$ cat src/design/tcw_pkg.sv
package tcw_pkg;

	// Field widths of the requests on both channels
	localparam int CHAR_W  = 8;
	localparam int ATTR_W  = 8;
	localparam int CELL_W  = 11;
	localparam int COUNT_W = 7;

	// Character codes the console reacts to
	localparam logic [CHAR_W-1:0] CH_ESC      = 8'h1B;
	localparam logic [CHAR_W-1:0] CH_LBRACKET = 8'h5B;
	localparam logic [CHAR_W-1:0] CH_SEMI     = 8'h3B;
	localparam logic [CHAR_W-1:0] CH_SGR_END  = 8'h6D;
	localparam logic [CHAR_W-1:0] CH_LF       = 8'h0A;
	localparam logic [CHAR_W-1:0] CH_CR       = 8'h0D;
	localparam logic [CHAR_W-1:0] CH_SPACE    = 8'h20;
	localparam logic [CHAR_W-1:0] CH_ZERO     = 8'h30;
	localparam logic [CHAR_W-1:0] CH_NINE     = 8'h39;

	// Attribute after reset: light grey on black
	localparam logic [ATTR_W-1:0] ATTR_RESET = 8'h07;
	localparam logic [ATTR_W-1:0] ATTR_NONE  = 8'h00;

	// Saturation value of the code accumulator; matches no colour range
	localparam logic [7:0] CODE_SAT = 8'hFF;

	// SGR colour code ranges
	localparam logic [7:0] FG_LO        = 8'd30;
	localparam logic [7:0] FG_HI        = 8'd37;
	localparam logic [7:0] BG_LO        = 8'd40;
	localparam logic [7:0] BG_HI        = 8'd47;
	localparam logic [7:0] FG_BRIGHT_LO = 8'd90;
	localparam logic [7:0] FG_BRIGHT_HI = 8'd97;
	localparam logic [7:0] BG_BRIGHT_LO = 8'd100;
	localparam logic [7:0] BG_BRIGHT_HI = 8'd107;

	// ANSI colour number to VGA palette index
	localparam logic [3:0] ANSI_TO_VGA [16] = '{
		4'h0, 4'h4, 4'h2, 4'h6, 4'h1, 4'h5, 4'h3, 4'h7,
		4'h8, 4'hC, 4'hA, 4'hE, 4'h9, 4'hD, 4'hB, 4'hF
	};

	// Kinds of screen write
	typedef enum logic {
		WR_CELL = 1'b0,
		WR_FILL = 1'b1
	} write_kind_t;

	// Escape parser phase
	typedef enum logic [2:0] {
		PH_TEXT = 3'b001,
		PH_ESC  = 3'b010,
		PH_CSI  = 3'b100
	} phase_t;

	// Decision of the parser on the byte being taken
	typedef struct packed {
		logic print;
		logic line_end;
	} tcw_parse_t;

endpackage

$ cat src/design/tcw_if.sv
interface tcw_char_if;
	import tcw_pkg::*;

	logic              valid;
	logic              ready;
	logic [CHAR_W-1:0] char_byte;

	modport source (output valid, output char_byte, input ready);
	modport sink   (input valid, input char_byte, output ready);
endinterface

interface tcw_write_if;
	import tcw_pkg::*;

	logic               valid;
	logic               ready;
	logic               write_kind;
	logic [CELL_W-1:0]  cell_index;
	logic [CHAR_W-1:0]  char_code;
	logic [ATTR_W-1:0]  attribute;
	logic [COUNT_W-1:0] fill_count;

	modport source (
		output valid, output write_kind, output cell_index, output char_code,
		output attribute, output fill_count, input ready
	);
	modport sink (
		input valid, input write_kind, input cell_index, input char_code,
		input attribute, input fill_count, output ready
	);
endinterface

$ cat src/design/tcw_parser.sv
module tcw_parser (
	input  logic                              clk,
	input  logic                              arst_n,
	input  logic                              take,
	input  logic [tcw_pkg::CHAR_W-1:0]        char_byte,
	output tcw_pkg::tcw_parse_t               parse,
	output logic [tcw_pkg::ATTR_W-1:0]        attribute
);
	import tcw_pkg::*;

	phase_t            phase_q;
	phase_t            phase_d;
	logic [7:0]        acc_q;
	logic [7:0]        acc_d;
	logic [ATTR_W-1:0] attr_q;
	logic [ATTR_W-1:0] attr_d;
	logic              is_digit;
	logic [3:0]        digit;
	logic [11:0]       acc_mac;

	// Apply one SGR code to the attribute; unknown codes leave it alone
	function automatic logic [ATTR_W-1:0] apply_code(
		input logic [7:0]        code,
		input logic [ATTR_W-1:0] attr
	);
		logic [ATTR_W-1:0] res;
		res = attr;
		if (code >= FG_LO && code <= FG_HI) begin
			res = {attr[7:4], ANSI_TO_VGA[{1'b0, 3'(code - FG_LO)}]};
		end else if (code >= BG_LO && code <= BG_HI) begin
			res = {ANSI_TO_VGA[{1'b0, 3'(code - BG_LO)}], attr[3:0]};
		end else if (code >= FG_BRIGHT_LO && code <= FG_BRIGHT_HI) begin
			res = {attr[7:4], ANSI_TO_VGA[{1'b1, 3'(code - FG_BRIGHT_LO)}]};
		end else if (code >= BG_BRIGHT_LO && code <= BG_BRIGHT_HI) begin
			res = {ANSI_TO_VGA[{1'b1, 3'(code - BG_BRIGHT_LO)}], attr[3:0]};
		end
		return res;
	endfunction

	// Accumulate one decimal digit, saturating at the top of the byte
	assign is_digit = (char_byte >= CH_ZERO) && (char_byte <= CH_NINE);
	assign digit    = 4'(char_byte - CH_ZERO);
	assign acc_mac  = {4'b0, acc_q} * 12'd10 + {8'b0, digit};

	// Step the parser and classify the byte
	always_comb begin
		phase_d        = phase_q;
		acc_d          = acc_q;
		attr_d         = attr_q;
		parse.print    = 1'b0;
		parse.line_end = 1'b0;
		case (phase_q)
			PH_ESC: begin
				if (char_byte == CH_LBRACKET) begin
					phase_d = PH_CSI;
					acc_d   = '0;
				end else begin
					phase_d = PH_TEXT;
				end
			end
			PH_CSI: begin
				if (char_byte == CH_SEMI || char_byte == CH_SGR_END) begin
					attr_d = apply_code(acc_q, attr_q);
					acc_d  = '0;
					if (char_byte == CH_SGR_END) begin
						phase_d = PH_TEXT;
					end
				end else if (is_digit) begin
					acc_d = (acc_mac > 12'd255) ? CODE_SAT : acc_mac[7:0];
				end else begin
					acc_d = CODE_SAT;
				end
			end
			default: begin
				phase_d = PH_TEXT;
				if (char_byte == CH_ESC) begin
					phase_d = PH_ESC;
				end else if (char_byte == CH_LF || char_byte == CH_CR) begin
					parse.line_end = 1'b1;
				end else begin
					parse.print = 1'b1;
				end
			end
		endcase
	end

	// Advance parser state on each taken byte
	always_ff @(posedge clk or negedge arst_n) begin
		if (!arst_n) begin
			phase_q <= PH_TEXT;
			acc_q   <= '0;
			attr_q  <= ATTR_RESET;
		end else if (take) begin
			phase_q <= phase_d;
			acc_q   <= acc_d;
			attr_q  <= attr_d;
		end
	end

	assign attribute = attr_q;

endmodule

$ cat src/design/text_console_writer_core.sv
// A screen write request is registered: it appears in the cycle after the byte that causes it.
// Throughput: one byte per cycle; a byte is taken whenever the output register is
// empty or is being emptied in the same cycle.
// Reset (arst_n low, asynchronous): cursor at row 0 column 0, attribute 0x07,
// parser in normal text, output register empty.
module text_console_writer_core #(
	parameter int SCREEN_COLUMNS = 80,
	parameter int SCREEN_ROWS    = 25
) (
	input logic         clk,
	input logic         arst_n,
	tcw_char_if.sink    chars,
	tcw_write_if.source writes
);
	import tcw_pkg::*;

	localparam int COL_W   = $clog2(SCREEN_COLUMNS);
	localparam int ROW_W   = (SCREEN_ROWS > 1) ? $clog2(SCREEN_ROWS) : 1;
	localparam int MUL_W   = ROW_W + COL_W + 1;
	localparam int CELL_XW = (MUL_W > CELL_W) ? MUL_W : CELL_W;
	localparam int CNT_XW  = ((COL_W + 1) > COUNT_W) ? (COL_W + 1) : COUNT_W;

	logic [COL_W-1:0]   col_q;
	logic [ROW_W-1:0]   row_q;
	logic [ROW_W-1:0]   row_next;
	logic               take;
	logic               emit;
	tcw_parse_t         parse;
	logic [ATTR_W-1:0]  cur_attr;
	logic [CELL_XW-1:0] cell_wide;
	logic [CNT_XW-1:0]  fill_wide;

	logic               out_valid_q;
	logic               kind_q;
	logic [CELL_W-1:0]  cell_q;
	logic [CHAR_W-1:0]  char_q;
	logic [ATTR_W-1:0]  attr_q;
	logic [COUNT_W-1:0] count_q;

	// Take a byte while the output register is free or draining
	assign chars.ready = !out_valid_q || writes.ready;
	assign take        = chars.valid && chars.ready;
	assign emit        = parse.print || parse.line_end;

	tcw_parser u_parser (
		.clk       (clk),
		.arst_n    (arst_n),
		.take      (take),
		.char_byte (chars.char_byte),
		.parse     (parse),
		.attribute (cur_attr)
	);

	// Cell address and run length at the cursor
	assign cell_wide = CELL_XW'(row_q) * CELL_XW'(SCREEN_COLUMNS) + CELL_XW'(col_q);
	assign fill_wide = CNT_XW'(SCREEN_COLUMNS) - CNT_XW'(col_q);
	assign row_next  = (row_q == ROW_W'(SCREEN_ROWS - 1)) ? '0 : row_q + 1'b1;

	// Move the cursor
	always_ff @(posedge clk or negedge arst_n) begin
		if (!arst_n) begin
			col_q <= '0;
			row_q <= '0;
		end else if (take) begin
			if (parse.line_end) begin
				col_q <= '0;
				row_q <= row_next;
			end else if (parse.print) begin
				if (col_q == COL_W'(SCREEN_COLUMNS - 1)) begin
					col_q <= '0;
					row_q <= row_next;
				end else begin
					col_q <= col_q + 1'b1;
				end
			end
		end
	end

	// Hold a request until the sink takes it
	always_ff @(posedge clk or negedge arst_n) begin
		if (!arst_n) begin
			out_valid_q <= 1'b0;
		end else if (take) begin
			out_valid_q <= emit;
		end else if (writes.ready) begin
			out_valid_q <= 1'b0;
		end
	end

	// Load the request payload
	always_ff @(posedge clk) begin
		if (take && emit) begin
			cell_q <= cell_wide[CELL_W-1:0];
			if (parse.line_end) begin
				kind_q  <= WR_FILL;
				char_q  <= CH_SPACE;
				attr_q  <= ATTR_NONE;
				count_q <= fill_wide[COUNT_W-1:0];
			end else begin
				kind_q  <= WR_CELL;
				char_q  <= chars.char_byte;
				attr_q  <= cur_attr;
				count_q <= COUNT_W'(1);
			end
		end
	end

	assign writes.valid      = out_valid_q;
	assign writes.write_kind = kind_q;
	assign writes.cell_index = cell_q;
	assign writes.char_code  = char_q;
	assign writes.attribute  = attr_q;
	assign writes.fill_count = count_q;

endmodule
$ cat src/flat_wrapper.sv
// flat-port wrapper written by rule: the top's interface ports become plain ports
module text_console_writer_core_flat import tcw_pkg::*;
#(
	parameter int SCREEN_COLUMNS = 80,
	parameter int SCREEN_ROWS    = 25
)
  (clk, arst_n, chars_valid, chars_char_byte, chars_ready, writes_valid, writes_write_kind, writes_cell_index, writes_char_code, writes_attribute, writes_fill_count, writes_ready);
  tcw_char_if chars_i ();
  tcw_write_if writes_i ();
  input logic clk;
  input logic arst_n;
  input wire logic [$bits(chars_i.valid)-1:0] chars_valid;
  input wire logic [$bits(chars_i.char_byte)-1:0] chars_char_byte;
  output wire logic [$bits(chars_i.ready)-1:0] chars_ready;
  output wire logic [$bits(writes_i.valid)-1:0] writes_valid;
  output wire logic [$bits(writes_i.write_kind)-1:0] writes_write_kind;
  output wire logic [$bits(writes_i.cell_index)-1:0] writes_cell_index;
  output wire logic [$bits(writes_i.char_code)-1:0] writes_char_code;
  output wire logic [$bits(writes_i.attribute)-1:0] writes_attribute;
  output wire logic [$bits(writes_i.fill_count)-1:0] writes_fill_count;
  input wire logic [$bits(writes_i.ready)-1:0] writes_ready;
  assign chars_i.valid = chars_valid;
  assign chars_i.char_byte = chars_char_byte;
  assign chars_ready = chars_i.ready;
  assign writes_valid = writes_i.valid;
  assign writes_write_kind = writes_i.write_kind;
  assign writes_cell_index = writes_i.cell_index;
  assign writes_char_code = writes_i.char_code;
  assign writes_attribute = writes_i.attribute;
  assign writes_fill_count = writes_i.fill_count;
  assign writes_i.ready = writes_ready;
  text_console_writer_core #(.SCREEN_COLUMNS(SCREEN_COLUMNS), .SCREEN_ROWS(SCREEN_ROWS)) u_core (.clk(clk), .arst_n(arst_n), .chars(chars_i), .writes(writes_i));
endmodule
$ cat config.mk
export PLATFORM = sky130hd
export DESIGN_NAME = text_console_writer_core_flat
export DESIGN_NICKNAME = d
export VERILOG_FILES = /design/src/design/tcw_pkg.sv /design/src/design/tcw_if.sv /design/src/design/tcw_parser.sv /design/src/design/text_console_writer_core.sv /design/src/flat_wrapper.sv
export SDC_FILE = /design/constraint.sdc
export NUM_CORES = 1
export LEC_CHECK = 0
export ABC_AREA = 1
export BUFFER_PORTS_ARGS = -buffer_cell sky130_fd_sc_hd__buf_2
export CAP_MARGIN = 30
export CORE_MARGIN = 1.5
export CORE_UTILIZATION = 50
export CTS_CLUSTER_SIZE = 10
export DETAILED_ROUTE_END_ITERATION = 8
export PLACE_DENSITY = 0.7
export SLEW_MARGIN = 0
export SYNTH_ARGS = -nofsm -noshare
export SYNTH_HDL_FRONTEND = slang
export SYNTH_SLANG_ARGS = --single-unit
$ cat constraint.sdc
create_clock -name clk -period 3.6 [get_ports clk]
set_clock_uncertainty 0.1 [all_clocks]
set_input_delay 0.18 -clock clk [delete_from_list [all_inputs] [get_ports clk]]
set_output_delay 0.18 -clock clk [all_outputs]
set_load 0.02 [all_outputs]
==> flow_summary.toml, run 1 <==
[run_status]
outcome = "completed"

[clocking]
cts_tree = "yes"
cts_setup_buffers = 0
hold_buffers = 5
clk_latency_ns = 0.34
cts_max_level = 3
root_buffer = "clkbuf_8"
cts.reportedPaths.clkPinSlew_ns = 0.08
cts_buffers = 9
clockBufferDepth = 2
cts_resized = 0
clock-sinks = 67

[placed_design]
port_buffers = 48
gp_congestion = 0.898
detailedPlacementHpwl_um = 5650
placed_cells_incl_taps = 612

[synth]
synthesis.nets = 514
ys_top_cells_by_count = "nand2_1 (127), inv_1 (69), edfxtp_1 (35)"
ys_seq_area_share_pct = 45.2
synth.avg_cell_area_um2 = 8.78
yosysWarnings = 0
synth.most_common_cell = "nand2_1"
netlist_area_mm2 = 0.00411
synthCells = 468
synthTopCellsByArea = "edfxtp_1 (26%), dfrtp_1 (17%), nand2_1 (12%)"
synth_edf_count = 35
async_flop_share_pct = 47.8
yosys.area.top_type = "edfxtp_1"
synth-main-ff-cell = "edfxtp_1"
synth_cell_type_count = 39
yosys.area.top_type_share_pct = 25.6
synth.ff_latch_count = 67

[final_layout]
multi_input_area_mm2 = 0.00190
seq_area_mm2 = 0.00186
finalNonFillerCells = 633
diodes = 0
fill_cells = 703
nets = 572
area_delta_synth_final_pct = 13.7
layout-drive-gt1-share_pct = 20.2

[die]
die_h_um = 93.7
dieArea_mm2 = 0.00877
die_w_um = 93.7
num_rows = 32
start_util_pct = 52.4
ioPinCount = 49
coreArea_mm2 = 0.00785

[setup_path]
arrival_ns = 2.89
reg2reg_to = "u_core.u_parser.acc_q[1]$_DFFE_PN0P_"
worstSetupEndpointType = "flop"
crit_top_cell = "nand2_1"
worst-path-stages = 14
critPathLaunchType = "flop"
cp_max_fo = 9
reg2regPathDepth = 14
r2r_setup_slack_ns = 0.84
cp_top_family = "adder cells"
worstPathRequired_ns = 3.74
crit_type = "reg -> reg"
cp-startpoint = "u_core.u_parser.acc_q[1]$_DFFE_PN0P_"
r2r_start = "u_core.u_parser.acc_q[1]$_DFFE_PN0P_"
path_cells = "ha_1 > ha_1 > fa_1 > nand2_1 > nor2_1 > nand2_1 > nand2_1 > nand2_1 > nor2_1 > nand2_1 > nand2_2 > nand3_1 > nand2_1 > nand2_1"
critPathCapture = "u_core.u_parser.acc_q[1]$_DFFE_PN0P_"
cp_num_buf_inv = 0
cp_slowest_cell = "fa_1"
slowest_delay_ns = 0.54

[sta]
tns_ns = 0
maxSlewHeadroom_pct = 53.1
drv_slew = 0
hold_violations = 0
min_period_ns = 2.76
fmax_ghz = 0.363
rsz0062_at_grt = "no"
min_period_over_period_pct = 76.6
setup_viol = 0
worstMarginPinSlew_ns = 0.701

[power_and_ir_drop]
p_switching_uw = 668
ir_drop_mv = 0.208
netSwitchingFraction_pct = 32.5
clkPwrFrac_pct = 30.4
leakagePower_nw = 2.37
power.internal_mw = 1.39
powerDensity_mw_per_mm2 = 440
sequentialPowerShare_pct = 47.9
comb_power_share_pct = 21.7

[global_route]
grt_pass1_vias = 2991
antenna_found_initial = 0
grt_usage_pct = 19.3
grt.overflow.total = 0
grt_max_degree = 33
grt_pass1_wl_um = 13200

[route]
wl_per_cell_um = 11.9
vias_per_cell = 4.92
drt_iter0_drc = 140
dr.pass1.iters = 5
finalWirelength_um = 7510
vias = 3115
postRouteAntennaNets = 0
drt_drc_violations_left = 0

[min_path]
hold_class = "in -> reg"

[flow_run]
cap_viol_max_count = 0
## registers in the layout, indices dropped and copies added, names as in the netlist, 3 cells and up
name,cells
u_core.u_parser.phase_q,3
u_core.u_parser.attribute,8
u_core.writes.fill_count,7
u_core.col_q,7
u_core.writes.char_code,8
u_core.writes.cell_index,11
u_core.writes.attribute,8
u_core.row_q,5
u_core.u_parser.acc_q,8
## worst min path at each step
stage / start / endpoint / slack (ns) / cells past startpoint
global placement: arst_n / u_core.writes.valid$_DFFE_PN0P_ / 0.17 / 1
global route: chars_char_byte[5] / u_core.writes.char_code[5]$_SDFFCE_PP1P_ / 0.08 / 3
CTS: chars_char_byte[5] / u_core.writes.char_code[5]$_SDFFCE_PP1P_ / 0.06 / 3
finish: chars_char_byte[5] / u_core.writes.char_code[5]$_SDFFCE_PP1P_ / 0.07 / 3
floorplan: arst_n / u_core.col_q[0]$_DFFE_PN0P_ / -0.22 / 0
detailed placement: arst_n / u_core.u_parser.phase_q[2]$_DFFE_PN0P_ / 0.17 / 1
## routing by layer
metal	routed length [um]	up-vias	track usage [%]	part of all wire (%)
met5	0	-	0	0
li1	-	1612	-	-
met2	3610	63	32.9	48
met4	119	0	7.59	1.6
met3	340	12	4.13	4.5
met1	3440	1428	23.8	46
## cells by family after synthesis
group / after synthesis / share of synthesized area (%)
AOI/OAI and AO/OA: 41 / 6.27
xor gates and xnor gates: 18 / 3.84
adders and majority gates: 34 / 11.1
buffers and inverters: 82 / 8.55
DFF: 67 / 45.2
and+or+nand+nor: 226 / 25.1
## cell type report
type,count,area share [%]
multi-input combinational,319,40.7
sequential,67,39.7
timing repair buffer,54,6.37
inverter,75,6.16
tap,102,2.73
clock buffer,9,2.65
clock inverter,7,1.63
## stage by stage
step	worst slack, ns	area (um^2)	power, mW	utilization (%)	hold WS, ns
after floorplan	1.12	4110	1.31	-	-0.216
after global placement	0.982	4420	1.43	56.3	0.174
after detailed placement	0.855	4420	1.44	56.3	0.173
after CTS	0.845	4670	2.07	59.5	0.0567
after global routing	0.564	4670	2.19	59.5	0.0820
final	0.842	4670	2.05	59.5	0.0732
## cells in the final DEF, fill, tap and decap left out, drive strengths merged
master / instances
inv: 74
dfrtp: 28
xnor2: 4
a21boi: 1
nor2: 36
ha: 30
clkinvlp: 2
bufinv: 1
a21oi: 11
nand3b: 2
a31oi: 2
xor2: 14
or2: 2
dfstp: 4
nand2: 140
o21ai: 23
nand3: 32
edfxtp: 35
nand4: 3
fa: 4
o22ai: 3
clkinv: 5
o21bai: 1
dlygate4sd3: 5
nor3b: 1
buf: 49
clkbuf: 9
nor3: 10
## tightest hold or removal path, cell delays in order
cell and delay, ns:
buf_2 0.10, inv_1 0.06, nand2_1 0.07
## power by group through the flow
stage                     combinational [mW]  sequential (mW)  clock, mW
final                                  0.447            0.984      0.624
after global routing                   0.513            0.998      0.680
after CTS                              0.449            0.983      0.642
after detailed placement               0.441            0.998          0
after global placement                 0.434            0.993          0
after floorplan                        0.291             1.02          0
(Power assumes the default switching activity.)
==> run 2: changes to the inputs <==
--- a/config.mk
+++ b/config.mk
@@ -12,7 +12,7 @@
 export CORE_UTILIZATION = 50
 export CTS_CLUSTER_SIZE = 10
 export DETAILED_ROUTE_END_ITERATION = 8
-export PLACE_DENSITY = 0.7
+export PLACE_DENSITY = 0.73
 export SLEW_MARGIN = 0
 export SYNTH_ARGS = -nofsm -noshare
 export SYNTH_HDL_FRONTEND = slang
==> constraint.sdc (replaced) <==
create_clock -name clk -period 2.3 [get_ports clk]
set_clock_uncertainty 0.1 [all_clocks]
set_input_delay 0.115 -clock clk [delete_from_list [all_inputs] [get_ports clk]]
set_output_delay 0.115 -clock clk [all_outputs]
set_load 0.02 [all_outputs]
==> flow_summary.toml, run 2 (same netlist as run 1, synthesis figures left out) <==
[run_status]
outcome = "finished with violations"
violations = "setup timing"

[die]
dieArea_mm2 = 0.00877
coreArea_mm2 = 0.00785
ioPinCount = 49
die_w_um = 93.7
die_h_um = 93.7
num_rows = 32
start_util_pct = 52.4

[min_path]
hold_class = "in -> reg"
hold_path_depth = 3
min_from = "chars_char_byte[5]"
whs_endpoint = "u_core.writes.char_code[5]$_SDFFCE_PP1P_"

[sta]
fin_ws_ns = -0.209
min_period_over_period_pct = 109
maxSlewHeadroom_pct = 52.4
drv_slew = 0
hold_violations = 0
rsz0062_at_grt = "yes"
min_period_ns = 2.51
fmax_ghz = 0.399
setup_viol = 8
worstMarginPinSlew_ns = 0.714

[global_route]
grt.overflow.total = 0
grt_max_degree = 39
grt_pass1_wl_um = 13700
grt_pass1_vias = 3119
antenna_found_initial = 0
grt_usage_pct = 19.9

[final_layout]
finalNonFillerCells = 652
diodes = 0
largest_register_ffs = 11
nets = 591
layout-drive-gt1-share_pct = 24.7
area_delta_synth_final_pct = 19.5
final_common_cell = "nand2_1"
layout_common_cells = "nand2_1 (125), inv_1 (69), buf_2 (48)"

[setup_path]
reg2regPathDepth = 14
path_cells = "ha_4 > ha_4 > fa_1 > nand2_1 > nor2_1 > nand2_1 > nand2_1 > nand2_2 > nor2_4 > nand2_2 > nand2_4 > nand3_1 > nand2_1 > nand2_1"
crit_type = "reg -> reg"
cp_slowest_cell = "fa_1"
crit_top_cell = "nand2_1"
slowest_delay_ns = 0.56
critPathLaunchType = "flop"
worstSetupEndpointType = "flop"
worstPathRequired_ns = 2.43
r2r_start = "u_core.u_parser.acc_q[3]$_DFFE_PN0P_"
cp_max_fo = 8
r2r_setup_slack_ns = -0.21
reg2reg_to = "u_core.u_parser.acc_q[7]$_DFFE_PN0P_"
arrival_ns = 2.64

[flow_run]
cap_viol_max_count = 0

[route]
finalWirelength_um = 7890
vias = 3218
drt_iter0_drc = 129
dr.pass1.iters = 4
drt_drc_violations_left = 0
postRouteAntennaNets = 0
vias_per_cell = 4.94
wl_per_cell_um = 12.1

[power_and_ir_drop]
powerDensity_mw_per_mm2 = 686
leakagePower_nw = 2.47
finalPower_mw = 3.37
ir_drop_mv = 0.358

[placed_design]
detailedPlacementHpwl_um = 5950
gp_congestion = 0.844
pre_cts_ws_ns = -0.218
placed_cells_incl_taps = 625
port_buffers = 48

[clocking]
clk_latency_ns = 0.34
clock-sinks = 67
cts_max_level = 3
cts.reportedPaths.clkPinSlew_ns = 0.07
root_buffer = "clkbuf_8"
cts_buffers = 9
clockBufferDepth = 2
cts_tree = "yes"
==> run 2: worst max path at each step <==
| stage | start | endpoint | slack, ns | cells past startpoint |
|---|---|---|---|---|
| floorplan | u_core.u_parser.acc_q[1]$_DFFE_PN0P_ | u_core.u_parser.acc_q[1]$_DFFE_PN0P_ | -0.07 | 14 |
| CTS | u_core.u_parser.acc_q[3]$_DFFE_PN0P_ | u_core.u_parser.acc_q[1]$_DFFE_PN0P_ | -0.14 | 14 |
| finish | u_core.u_parser.acc_q[3]$_DFFE_PN0P_ | u_core.u_parser.acc_q[7]$_DFFE_PN0P_ | -0.21 | 14 |
| detailed placement | u_core.u_parser.acc_q[3]$_DFFE_PN0P_ | u_core.u_parser.acc_q[1]$_DFFE_PN0P_ | -0.22 | 14 |
| global route | u_core.u_parser.acc_q[3]$_DFFE_PN0P_ | u_core.u_parser.acc_q[2]$_DFFE_PN0P_ | -0.39 | 14 |
| global placement | u_core.u_parser.acc_q[3]$_DFFE_PN0P_ | u_core.u_parser.acc_q[7]$_DFFE_PN0P_ | -0.1 | 14 |
==> run 2: cell type report <==
| type | count | area [um^2] |
|---|---|---|
| Sequential cell | 67 | 1860 |
| Timing Repair Buffer | 73 | 455 |
| Fill cell | 673 | 2930 |
| Clock inverter | 5 | 77.6 |
| Clock buffer | 11 | 131 |
| Multi-Input combinational cell | 319 | 1970 |
| Tap cell | 102 | 128 |
| Inverter | 75 | 288 |
==> run 2: what timing repair did <==
item,in CTS,in global routing
setup endpoints to repair,8,8
hold buffers,6,0
setup buffers,3,2
hold endpoints to repair,33,0
resized for setup,6,5
pin swaps,4,3
==> run 2: per-layer routing <==
| layer | share of wire [%] | GRT usage [%] |
|---|---|---|
| met1 | 46 | 25.1 |
| met2 | 48 | 33.8 |
| met3 | 3.6 | 2.67 |
| met4 | 2.4 | 9.58 |
| met5 | 0 | 0 |
==> run 2: power breakdown <==
| group | total (mW) | switching (mW) | internal (mW) |
|---|---|---|---|
| clock | 1.05 | 0.444 | 0.608 |
| sequential | 1.53 | 0.117 | 1.41 |
| combinational | 0.795 | 0.490 | 0.305 |
| total | 3.37 | 1.05 | 2.32 |
==> run 2: metrics by stage <==
stage	util, %	setup TNS, ns	cell area [um^2]	hold slack (ns)
2_1_floorplan	-	-0.583	4140	-0.281
3_3_place_gp	58.1	-0.761	4560	0.115
3_5_place_dp	58.1	-1.51	4560	0.110
4_1_cts	62.2	-0.972	4880	0.0197
5_1_grt	62.6	-2.86	4910	0.0285
6_report	62.6	-1.44	4910	0.0328
==> run 2: worst max-delay path: cells and delay by family, from the launching register on <==
family        cells  cell delay [ns]
fa+ha+maj         3             0.97
flops             1             0.42
simple gates     11             0.92
